## src/design/sqt_pkg.sv

```systemverilog
`timescale 1ns / 1ps
// ----------------------------------------------------------------------------
// sqt_pkg
// shared types, codes and constants of the shell quote tokenizer
// ----------------------------------------------------------------------------
package sqt_pkg;

	// word count and word index width, fixed by the result fields
	localparam int IDX_W = 6;

	// word slots; the usable word limit is MAX_WORDS-1
	localparam int MAX_WORDS = 64;

	// default word length bound; a word holds at most MAX_WORD_LEN-1 bytes
	localparam int MAX_WORD_LEN_DEF = 256;

	// reset value of the word limit register
	localparam logic [IDX_W-1:0] MAX_TOKENS_RST = 6'd63;

	// depth of the queue between front and back
	localparam int QDEPTH = 4;
	localparam int QPTR_W = $clog2(QDEPTH);

	// input commands
	localparam logic CMD_CHAR = 1'b0;
	localparam logic CMD_EOL  = 1'b1;

	// result kinds
	localparam logic [1:0] KIND_CHAR = 2'd0;
	localparam logic [1:0] KIND_EOW  = 2'd1;
	localparam logic [1:0] KIND_EOL  = 2'd2;

	// characters with a meaning to the splitter
	localparam logic [7:0] CH_SPACE  = 8'h20;
	localparam logic [7:0] CH_TAB    = 8'h09;
	localparam logic [7:0] CH_NL     = 8'h0a;
	localparam logic [7:0] CH_DQUOTE = 8'h22;
	localparam logic [7:0] CH_BSLASH = 8'h5c;
	localparam logic [7:0] CH_DOLLAR = 8'h24;
	localparam logic [7:0] CH_SQUOTE = 8'h27;

	typedef struct packed {
		logic       cmd;
		logic [7:0] char_in;
	} in_t;

	typedef struct packed {
		logic [1:0]       kind;
		logic [7:0]       char_out;
		logic [IDX_W-1:0] word_index;
		logic             truncated;
		logic             last_result;
	} out_t;

	// up to three results caused by one input, r[0] first
	typedef struct packed {
		logic [1:0]      n;
		out_t [2:0]      r;
	} bundle_t;

	typedef struct packed {
		logic empty;
		logic full;
	} q_stat_t;

endpackage

```

## src/design/sqt_front.sv

```systemverilog
`timescale 1ns / 1ps
// ----------------------------------------------------------------------------
// sqt_front
// classifies each input byte, updates the quote state, builds result bundles
// ----------------------------------------------------------------------------
module sqt_front
	import sqt_pkg::*;
#(
	parameter int MAX_WORD_LEN = MAX_WORD_LEN_DEF
) (
	input  logic             clk,
	input  logic             arst_n,
	input  logic             accept,
	input  in_t              item,
	input  logic             max_tokens_we,
	input  logic [IDX_W-1:0] max_tokens_wdata,
	output logic             q_push,
	output bundle_t          bundle
);

	localparam int LEN_W = (MAX_WORD_LEN > 2) ? $clog2(MAX_WORD_LEN) : 1;
	localparam logic [LEN_W-1:0] LEN_MAX = LEN_W'(MAX_WORD_LEN - 1);
	localparam logic [IDX_W-1:0] WORDS_MAX = IDX_W'(MAX_WORDS - 1);

	typedef enum logic [1:0] {
		MODE_NORMAL = 2'd0,
		MODE_SINGLE = 2'd1,
		MODE_DOUBLE = 2'd2
	} mode_t;

	typedef struct packed {
		logic [1:0]       n;
		out_t [2:0]       r;
		logic [LEN_W-1:0] len;
		logic             ovf;
		logic [IDX_W-1:0] cnt;
	} acc_t;

	mode_t            mode_q, mode_d;
	logic             esc_q, esc_d;
	logic [LEN_W-1:0] len_q;
	logic             ovf_q;
	logic [IDX_W-1:0] cnt_q;
	logic [IDX_W-1:0] max_tokens_q;
	logic [IDX_W-1:0] lim;
	logic             room;
	acc_t             acc;

	function automatic acc_t add_chr(input acc_t a, input logic [7:0] c);
		acc_t b;
		b = a;
		if (a.len < LEN_MAX) begin
			b.r[a.n] = '{kind: KIND_CHAR, char_out: c, word_index: a.cnt,
				truncated: a.ovf, last_result: 1'b0};
			b.n = a.n + 2'd1;
			b.len = a.len + LEN_W'(1);
		end else begin
			b.ovf = 1'b1;
		end
		return b;
	endfunction

	function automatic acc_t end_wrd(input acc_t a);
		acc_t b;
		b = a;
		if (a.len != '0) begin
			b.r[a.n] = '{kind: KIND_EOW, char_out: 8'd0, word_index: a.cnt,
				truncated: a.ovf, last_result: 1'b0};
			b.n = a.n + 2'd1;
			b.cnt = a.cnt + IDX_W'(1);
			b.len = '0;
			b.ovf = 1'b0;
		end
		return b;
	endfunction

	assign lim  = (max_tokens_q > WORDS_MAX) ? WORDS_MAX : max_tokens_q;
	assign room = cnt_q < lim;

	always_comb begin
		acc = '{n: 2'd0, r: '0, len: len_q, ovf: ovf_q, cnt: cnt_q};
		mode_d = mode_q;
		esc_d = esc_q;
		if (item.cmd == CMD_EOL) begin
			if (room) begin
				if (esc_q) begin
					acc = add_chr(acc, CH_BSLASH);
				end
				acc = end_wrd(acc);
			end
			acc.r[acc.n] = '{kind: KIND_EOL, char_out: 8'd0, word_index: acc.cnt,
				truncated: 1'b0, last_result: 1'b0};
			acc.n = acc.n + 2'd1;
			acc.len = '0;
			acc.ovf = 1'b0;
			acc.cnt = '0;
			mode_d = MODE_NORMAL;
			esc_d = 1'b0;
		end else if (room) begin
			case (mode_q)
				MODE_SINGLE: begin
					if (item.char_in == CH_SQUOTE) begin
						mode_d = MODE_NORMAL;
					end else begin
						acc = add_chr(acc, item.char_in);
					end
				end
				MODE_DOUBLE: begin
					if (esc_q) begin
						esc_d = 1'b0;
						if (item.char_in inside {CH_DQUOTE, CH_BSLASH, CH_DOLLAR}) begin
							acc = add_chr(acc, item.char_in);
						end else begin
							acc = add_chr(acc, CH_BSLASH);
							acc = add_chr(acc, item.char_in);
						end
					end else if (item.char_in == CH_DQUOTE) begin
						mode_d = MODE_NORMAL;
					end else if (item.char_in == CH_BSLASH) begin
						esc_d = 1'b1;
					end else begin
						acc = add_chr(acc, item.char_in);
					end
				end
				default: begin
					if (item.char_in == CH_SQUOTE) begin
						mode_d = MODE_SINGLE;
					end else if (item.char_in == CH_DQUOTE) begin
						mode_d = MODE_DOUBLE;
					end else if (item.char_in inside {CH_SPACE, CH_TAB, CH_NL}) begin
						acc = end_wrd(acc);
					end else begin
						acc = add_chr(acc, item.char_in);
					end
				end
			endcase
		end
		if (acc.n != 2'd0) begin
			acc.r[acc.n - 2'd1].last_result = 1'b1;
		end
	end

	assign bundle.n = acc.n;
	assign bundle.r = acc.r;
	assign q_push   = accept && (acc.n != 2'd0);

	always_ff @(posedge clk or negedge arst_n) begin
		if (!arst_n) begin
			mode_q       <= MODE_NORMAL;
			esc_q        <= 1'b0;
			len_q        <= '0;
			ovf_q        <= 1'b0;
			cnt_q        <= '0;
			max_tokens_q <= MAX_TOKENS_RST;
		end else begin
			if (accept) begin
				mode_q <= mode_d;
				esc_q  <= esc_d;
				len_q  <= acc.len;
				ovf_q  <= acc.ovf;
				cnt_q  <= acc.cnt;
			end
			if (max_tokens_we) begin
				max_tokens_q <= max_tokens_wdata;
			end
		end
	end

	// every accepted input that causes results hands over a non-empty bundle
	a_push_nonempty: assert property (@(posedge clk) disable iff (!arst_n)
		q_push |-> bundle.r[bundle.n - 2'd1].last_result)
		else $error("pushed bundle without last result");

	// end of line returns the quote state and counters to their reset values
	a_eol_clears: assert property (@(posedge clk) disable iff (!arst_n)
		(accept && item.cmd == CMD_EOL) |=>
		(cnt_q == '0 && len_q == '0 && !esc_q && mode_q == MODE_NORMAL))
		else $error("state not cleared after end of line");

	// a pending backslash only exists inside double quotes
	a_esc_in_dq: assert property (@(posedge clk) disable iff (!arst_n)
		esc_q |-> mode_q == MODE_DOUBLE)
		else $error("escape pending outside double quotes");

endmodule

```

## src/design/sqt_queue.sv

```systemverilog
`timescale 1ns / 1ps
// ----------------------------------------------------------------------------
// sqt_queue
// short register queue of result bundles between front and back
// ----------------------------------------------------------------------------
module sqt_queue
	import sqt_pkg::*;
(
	input  logic    clk,
	input  logic    arst_n,
	input  logic    wr_en,
	input  bundle_t wr_data,
	input  logic    rd_en,
	output bundle_t rd_data,
	output q_stat_t stat
);

	bundle_t           mem_q [QDEPTH];
	logic [QPTR_W-1:0] wr_ptr_q;
	logic [QPTR_W-1:0] rd_ptr_q;
	logic [QPTR_W:0]   count_q;
	logic              do_wr;
	logic              do_rd;

	assign stat.empty = (count_q == '0);
	assign stat.full  = (count_q == (QPTR_W + 1)'(QDEPTH));
	assign do_wr      = wr_en && !stat.full;
	assign do_rd      = rd_en && !stat.empty;
	assign rd_data    = mem_q[rd_ptr_q];

	always_ff @(posedge clk) begin
		if (do_wr) begin
			mem_q[wr_ptr_q] <= wr_data;
		end
	end

	always_ff @(posedge clk or negedge arst_n) begin
		if (!arst_n) begin
			wr_ptr_q <= '0;
			rd_ptr_q <= '0;
			count_q  <= '0;
		end else begin
			if (do_wr) begin
				wr_ptr_q <= wr_ptr_q + QPTR_W'(1);
			end
			if (do_rd) begin
				rd_ptr_q <= rd_ptr_q + QPTR_W'(1);
			end
			case ({do_wr, do_rd})
				2'b10:   count_q <= count_q + (QPTR_W + 1)'(1);
				2'b01:   count_q <= count_q - (QPTR_W + 1)'(1);
				default: count_q <= count_q;
			endcase
		end
	end

endmodule

```

## src/design/sqt_back.sv

```systemverilog
`timescale 1ns / 1ps
// ----------------------------------------------------------------------------
// sqt_back
// walks the head bundle one result per transfer and retires it
// ----------------------------------------------------------------------------
module sqt_back
	import sqt_pkg::*;
(
	input  logic    clk,
	input  logic    arst_n,
	input  bundle_t head,
	input  q_stat_t q_stat,
	input  logic    pop,
	output logic    empty,
	output out_t    result,
	output logic    q_pop
);

	logic [1:0] sub_q;
	logic       take;
	logic       at_end;

	assign empty  = q_stat.empty;
	assign result = head.r[sub_q];
	assign take   = pop && !q_stat.empty;
	assign at_end = (sub_q == head.n - 2'd1);
	assign q_pop  = take && at_end;

	always_ff @(posedge clk or negedge arst_n) begin
		if (!arst_n) begin
			sub_q <= 2'd0;
		end else if (take) begin
			sub_q <= at_end ? 2'd0 : sub_q + 2'd1;
		end
	end

endmodule

```

## src/design/shell_quote_tokenizer_core.sv

```systemverilog
`timescale 1ns / 1ps
// ----------------------------------------------------------------------------
// shell_quote_tokenizer_core
// shell style word splitter with single quotes, double quotes and escapes
// ----------------------------------------------------------------------------
// usage
//  - input side is a queue: drive item and push; a transfer happens at an
//    edge with push high and full low. item.cmd selects a byte of the line
//    or end of line
//  - result side is a queue: result is valid while empty is low; a transfer
//    happens at an edge with pop high and empty low
//  - max_tokens_we / max_tokens_wdata write the word limit, only while idle
//  - results of an input are written to the queue at its transfer and are
//    handed out in order from its head. throughput: one input per cycle
//    while full is low; each input gives zero to three results, delivered
//    one per cycle while pop is high from the head of a four entry queue,
//    so the sustained input rate is one per cycle as long as inputs average at most one result each
//  - when the receiver stalls the queue fills and full rises; inputs are
//    held off until a bundle retires
//  - reset clears the quote state, counters and queue, word limit to 63
// ----------------------------------------------------------------------------
module shell_quote_tokenizer_core
	import sqt_pkg::*;
#(
	parameter int MAX_WORD_LEN = MAX_WORD_LEN_DEF
) (
	input  logic             clk,
	input  logic             arst_n,
	input  logic             push,
	output logic             full,
	input  in_t              item,
	output logic             empty,
	input  logic             pop,
	output out_t             result,
	input  logic             max_tokens_we,
	input  logic [IDX_W-1:0] max_tokens_wdata
);

	// front to queue
	logic    accept;
	logic    q_push;
	bundle_t bundle;

	// queue to back
	bundle_t head;
	q_stat_t q_stat;
	logic    q_pop;

	// input transfer; an input that gives no result still moves the state
	assign full   = q_stat.full;
	assign accept = push && !q_stat.full;

	// front: quote state machine and result bundle builder
	sqt_front #(
		.MAX_WORD_LEN(MAX_WORD_LEN)
	) u_front (
		.clk             (clk),
		.arst_n          (arst_n),
		.accept          (accept),
		.item            (item),
		.max_tokens_we   (max_tokens_we),
		.max_tokens_wdata(max_tokens_wdata),
		.q_push          (q_push),
		.bundle          (bundle)
	);

	// decoupling queue, one entry per input that caused results
	sqt_queue u_queue (
		.clk    (clk),
		.arst_n (arst_n),
		.wr_en  (q_push),
		.wr_data(bundle),
		.rd_en  (q_pop),
		.rd_data(head),
		.stat   (q_stat)
	);

	// back: hands out results of the head bundle in order
	sqt_back u_back (
		.clk   (clk),
		.arst_n(arst_n),
		.head  (head),
		.q_stat(q_stat),
		.pop   (pop),
		.empty (empty),
		.result(result),
		.q_pop (q_pop)
	);

endmodule

```

## config.mk

```make
export PLATFORM = sky130hd
export DESIGN_NAME = shell_quote_tokenizer_core
export DESIGN_NICKNAME = d
export VERILOG_FILES = /design/src/design/sqt_pkg.sv /design/src/design/sqt_front.sv /design/src/design/sqt_queue.sv /design/src/design/sqt_back.sv /design/src/design/shell_quote_tokenizer_core.sv
export SDC_FILE = /design/constraint.sdc
export NUM_CORES = 1
export LEC_CHECK = 0
export BUFFER_PORTS_ARGS = -buffer_cell sky130_fd_sc_hd__buf_4
export CORE_MARGIN = 5
export CORE_UTILIZATION = 35
export DETAILED_ROUTE_END_ITERATION = 6
export HOLD_SLACK_MARGIN = 0.06
export PLACE_DENSITY = 0.54
export SETUP_SLACK_MARGIN = 0.02
export SYNTH_ARGS = -nofsm -noshare
export SYNTH_HDL_FRONTEND = slang
export SYNTH_HIERARCHICAL = 1
export SYNTH_SLANG_ARGS = --single-unit
```

## constraint.sdc

```tcl
create_clock -name clk -period 5.7 [get_ports clk]
set_input_delay 0.285 -clock clk [delete_from_list [all_inputs] [get_ports clk]]
set_output_delay 0.285 -clock clk [all_outputs]
set_load 0.01 [all_outputs]
```

==> flow_metrics.py <==
metrics = {
    "status": {
        "outcome": "finished clean",
    },
    "sta": {
        "hold_viol_final": 0,
        "whs_ps": 174.6,
        "rsz0062_at_grt": "no",
        "max_freq_ghz": 0.1930,
        "worst_slew_pin_slew_ps": 865.8,
        "finClkSkew_ps": 16.06,
        "period_minus_slack_ps": 5181,
        "fin_ws_ps": 518.9,
        "final_max_slew_viol_count": 0,
        "maxSlewHeadroom_pct": 41.79,
        "setup_violations": 0,
        "fin_crit_sh_pct": 90.90,
        "tns_ps": 0,
    },
    "placement": {
        "gp_congestion": 0.8554,
        "io_buffers": 39,
        "dp_hpwl_mm": 18.04,
        "pre_cts_slack_ps": 573.5,
    },
    "detailed_routing": {
        "avgViaCountPerCell": 5.262,
        "drtPass1Iterations": 5,
        "drtIter0Drc": 478,
        "ant_nets": 0,
        "num_vias": 7509,
        "drt-total-wl_mm": 28.15,
        "drc": 0,
        "avgRoutedWirePerCell_um": 19.73,
    },
    "setup_path": {
        "worstSetupEndpoint": "u_queue/count_q[2]$_DFFE_PN0P_",
        "critPathCaptureType": "flop",
        "critPathKind": "reg -> reg",
        "reg2reg_from": "u_front/len_q[0]$_DFFE_PN0P_",
        "critPathRequiredTime_ps": 6150,
        "cpMostUsedCell": "ha_1",
        "r2r-end": "u_queue/count_q[2]$_DFFE_PN0P_",
        "crit_chain": "ha_1 > nand4_2 > nor2_4 > buf_4 > xnor2_1 > ha_1 > o21ai_1 > nor3_2 > inv_2 > ha_1 > nand3_1 > o21ai_0 > a21o_1 > o21a_1 > nor2b_2 > inv_1 > ha_1 > inv_1 > fa_1 > xor2_1 > nor2_1 > xor2_1",
        "reg2reg_setup_slack_ps": 520,
        "r2r_cells": 22,
        "cpPeakStageDelay_ps": 610,
        "critPathLaunchType": "flop",
        "cp-startpoint": "u_front/len_q[0]$_DFFE_PN0P_",
        "critPathSlowestCell": "dfrtp_1",
        "cp.arrival_ps": 5630,
        "path_max_fanout": 16,
    },
    "synthesis": {
        "synth.distinct_cells": 95,
        "synth_top_family_by_area": "multiplexers",
        "yosysWarnings": 6,
        "synthXorXnorAreaFrac_pct": 1.018,
        "synth_fa_ha_area_share_pct": 2.288,
        "synth_most_common_cell": "edfxtp_1",
        "netlist.area_leader.share_pct": 52.12,
        "yosys.area_share.simple_pct": 10.39,
        "synth_flop_cell": "edfxtp_1",
        "ys_seq_area_share_pct": 58.58,
        "syn_area_um2": 12900,
        "synth_mux_area_share_pct": 11.75,
        "synth_common_cells": "224 x edfxtp_1, 71 x nand2_1, 63 x buf_4",
        "synth_compound_area_share_pct": 9.356,
        "synth_edf_count": 224,
        "syn_inst": 941,
        "synth.area.top_cells": "edfxtp_1 52%, mux4_2 9.8%, dfrtp_1 5.2%",
        "avgSynthCellArea_um2": 13.71,
        "synth_top_cell_by_area": "edfxtp_1",
        "synth-seq-cells": 257,
        "async_flop_share_pct": 12.84,
    },
    "final_layout": {
        "nets": 982,
        "drive_gt1_share_pct": 20.33,
        "diodes": 0,
        "post-route-util_pct": 39.12,
        "register_area_um2": 7565,
        "nFillCells": 3375,
        "multi_input_area_um2": 4534,
        "area_growth_pct": 10.71,
    },
    "cts": {
        "cts_root_buffer": "clkbuf_16",
        "clk_path_buf_depth": 3,
        "tritoncts": "done",
        "htree_num_levels": 1,
        "clk_pin_slew_worst_paths_ps": 60,
        "numCtsBuffers": 29,
        "clock-sinks": 257,
        "cts_resized": 0,
        "clock_insertion_delay_worst_skew_ps": 530,
    },
    "power": {
        "total_power_uw": 6351,
        "p_leak_uw": 0.004897,
        "powerDensity_nw_per_um2": 444.5,
        "irDropWorstVdd_uv": 191.4,
    },
    "grt": {
        "grt_pass1_wl_mm": 44.10,
        "grt_overflow": 0,
        "grt_max_degree": 57,
        "antenna_found_initial": 0,
        "grt_pass1_vias": 7521,
        "grt_usage_pct": 13.55,
    },
    "floorplan": {
        "start_util_pct": 35.33,
        "die_w_um": 202.0,
        "core-area_um2": 36520,
        "row_count": 70,
        "die_h_um": 202.0,
        "die-area_um2": 40810,
        "pin_count": 40,
    },
    "flow_run": {
        "drv_cap": 0,
    },
    "min_path": {
        "hold_path_class": "in -> reg",
    },
}
==> sequential cells by signal, summed over array words and instances (netlist names) <==
signal / count
u_queue/mem_q: 224
u_front/len_q: 8
u_front/cnt_q: 6
u_front/max_tokens_q: 6
u_queue/count_q: 3
u_back/sub_q: 2
u_front/mode_q: 2
u_queue/rd_ptr_q: 2
u_queue/wr_ptr_q: 2
u_front/esc_q: 1
u_front/ovf_q: 1
==> power breakdown <==
group	internal (uW)	switching [uW]	total [uW]
sequential	2430	205	2630
combinational	929	1060	1990
clock	1020	711	1730
==> kinds of logic after synthesis <==
family / count (synthesis)
compound gates: 174
flops: 257
other cells: 1
fa+ha+maj: 23
simple gates: 247
mux: 81
buf+inv: 143
xor+xnor: 15
==> what timing repair did <==
| item | CTS | global route |
|---|---|---|
| setup buffers | 0 | 0 |
| hold buffers | 14 | 0 |
| endpoints found under the hold margin | 33 | 0 |
==> metrics by stage <==
stage,std cells,instance area (um2)
2_1_floorplan,950,12940
3_3_place_gp,1362,13260
3_5_place_dp,1362,13260
4_1_cts,1427,14290
5_1_grt,1427,14290
6_report,1427,14290
==> cell type report <==
cell class,count,area share [%]
clock inverters,17,0.9983
flip-flops and latches,257,52.95
clock buffers,34,5.211
well taps,468,4.098
repair buffers,67,4.116
multi-input cells,550,31.74
inverters,34,0.8932
==> cell usage in the layout (no fill, tap or decap), drive strengths merged, types with 5 or more instances in the layout <==
| cell type | n |
|---|---|
| a21o | 5 |
| a21oi | 24 |
| a31oi | 7 |
| a32o | 5 |
| and2 | 15 |
| and3 | 6 |
| buf | 53 |
| clkbuf | 34 |
| clkinv | 12 |
| conb | 10 |
| dfrtp | 27 |
| dfstp | 6 |
| dlygate4sd3 | 14 |
| edfxtp | 224 |
| ha | 22 |
| inv | 36 |
| mux2i | 21 |
| mux4 | 56 |
| nand2 | 71 |
| nand2b | 12 |
| nand3 | 19 |
| nand4 | 7 |
| nor2 | 43 |
| nor2b | 13 |
| nor3 | 19 |
| nor4 | 12 |
| o21a | 5 |
| o21ai | 62 |
| o31ai | 12 |
| or3 | 5 |
| xnor2 | 10 |
| xor2 | 5 |
==> critical path, delay by kind of cell, from the launching register on <==
family / cells / cell delay, ps
buffers and inverters: 4 / 510
AND/OR/NAND/NOR: 6 / 1180
XOR/XNOR: 3 / 490
adder cells (fa/ha/maj): 5 / 1530
flip-flops: 1 / 610
AO/OA/AOI/OAI: 4 / 760
==> per-layer routing <==
metal / wire, um / up-vias / GRT usage [%]
li1: - / 3550 / -
met5: 0 / - / 0
met2: 13330 / 162 / 21.86
met4: 593 / 0 / 3.467
met3: 1109 / 40 / 1.893
met1: 13120 / 3757 / 19.42
==> how the worst min path moves through the flow <==
| stage | startpoint | to | slack, ps | cells after the start |
|---|---|---|---|---|
| final | item[1] | u_front/esc_q$_DFFE_PN0P_ | 170 | 4 |
| after global routing | pop | u_back/sub_q[1]$_DFFE_PN0P_ | 200 | 4 |
| after CTS | item[1] | u_front/esc_q$_DFFE_PN0P_ | 150 | 4 |
| after detailed placement | arst_n | u_queue/wr_ptr_q[1]$_DFFE_PN0P_ | 290 | 1 |
| after floorplan | arst_n | u_back/sub_q[0]$_DFFE_PN0P_ | -10 | 0 |
| after global placement | arst_n | u_queue/count_q[0]$_DFFE_PN0P_ | 290 | 1 |
No activity file was read; power rests on OpenSTA's default activity.
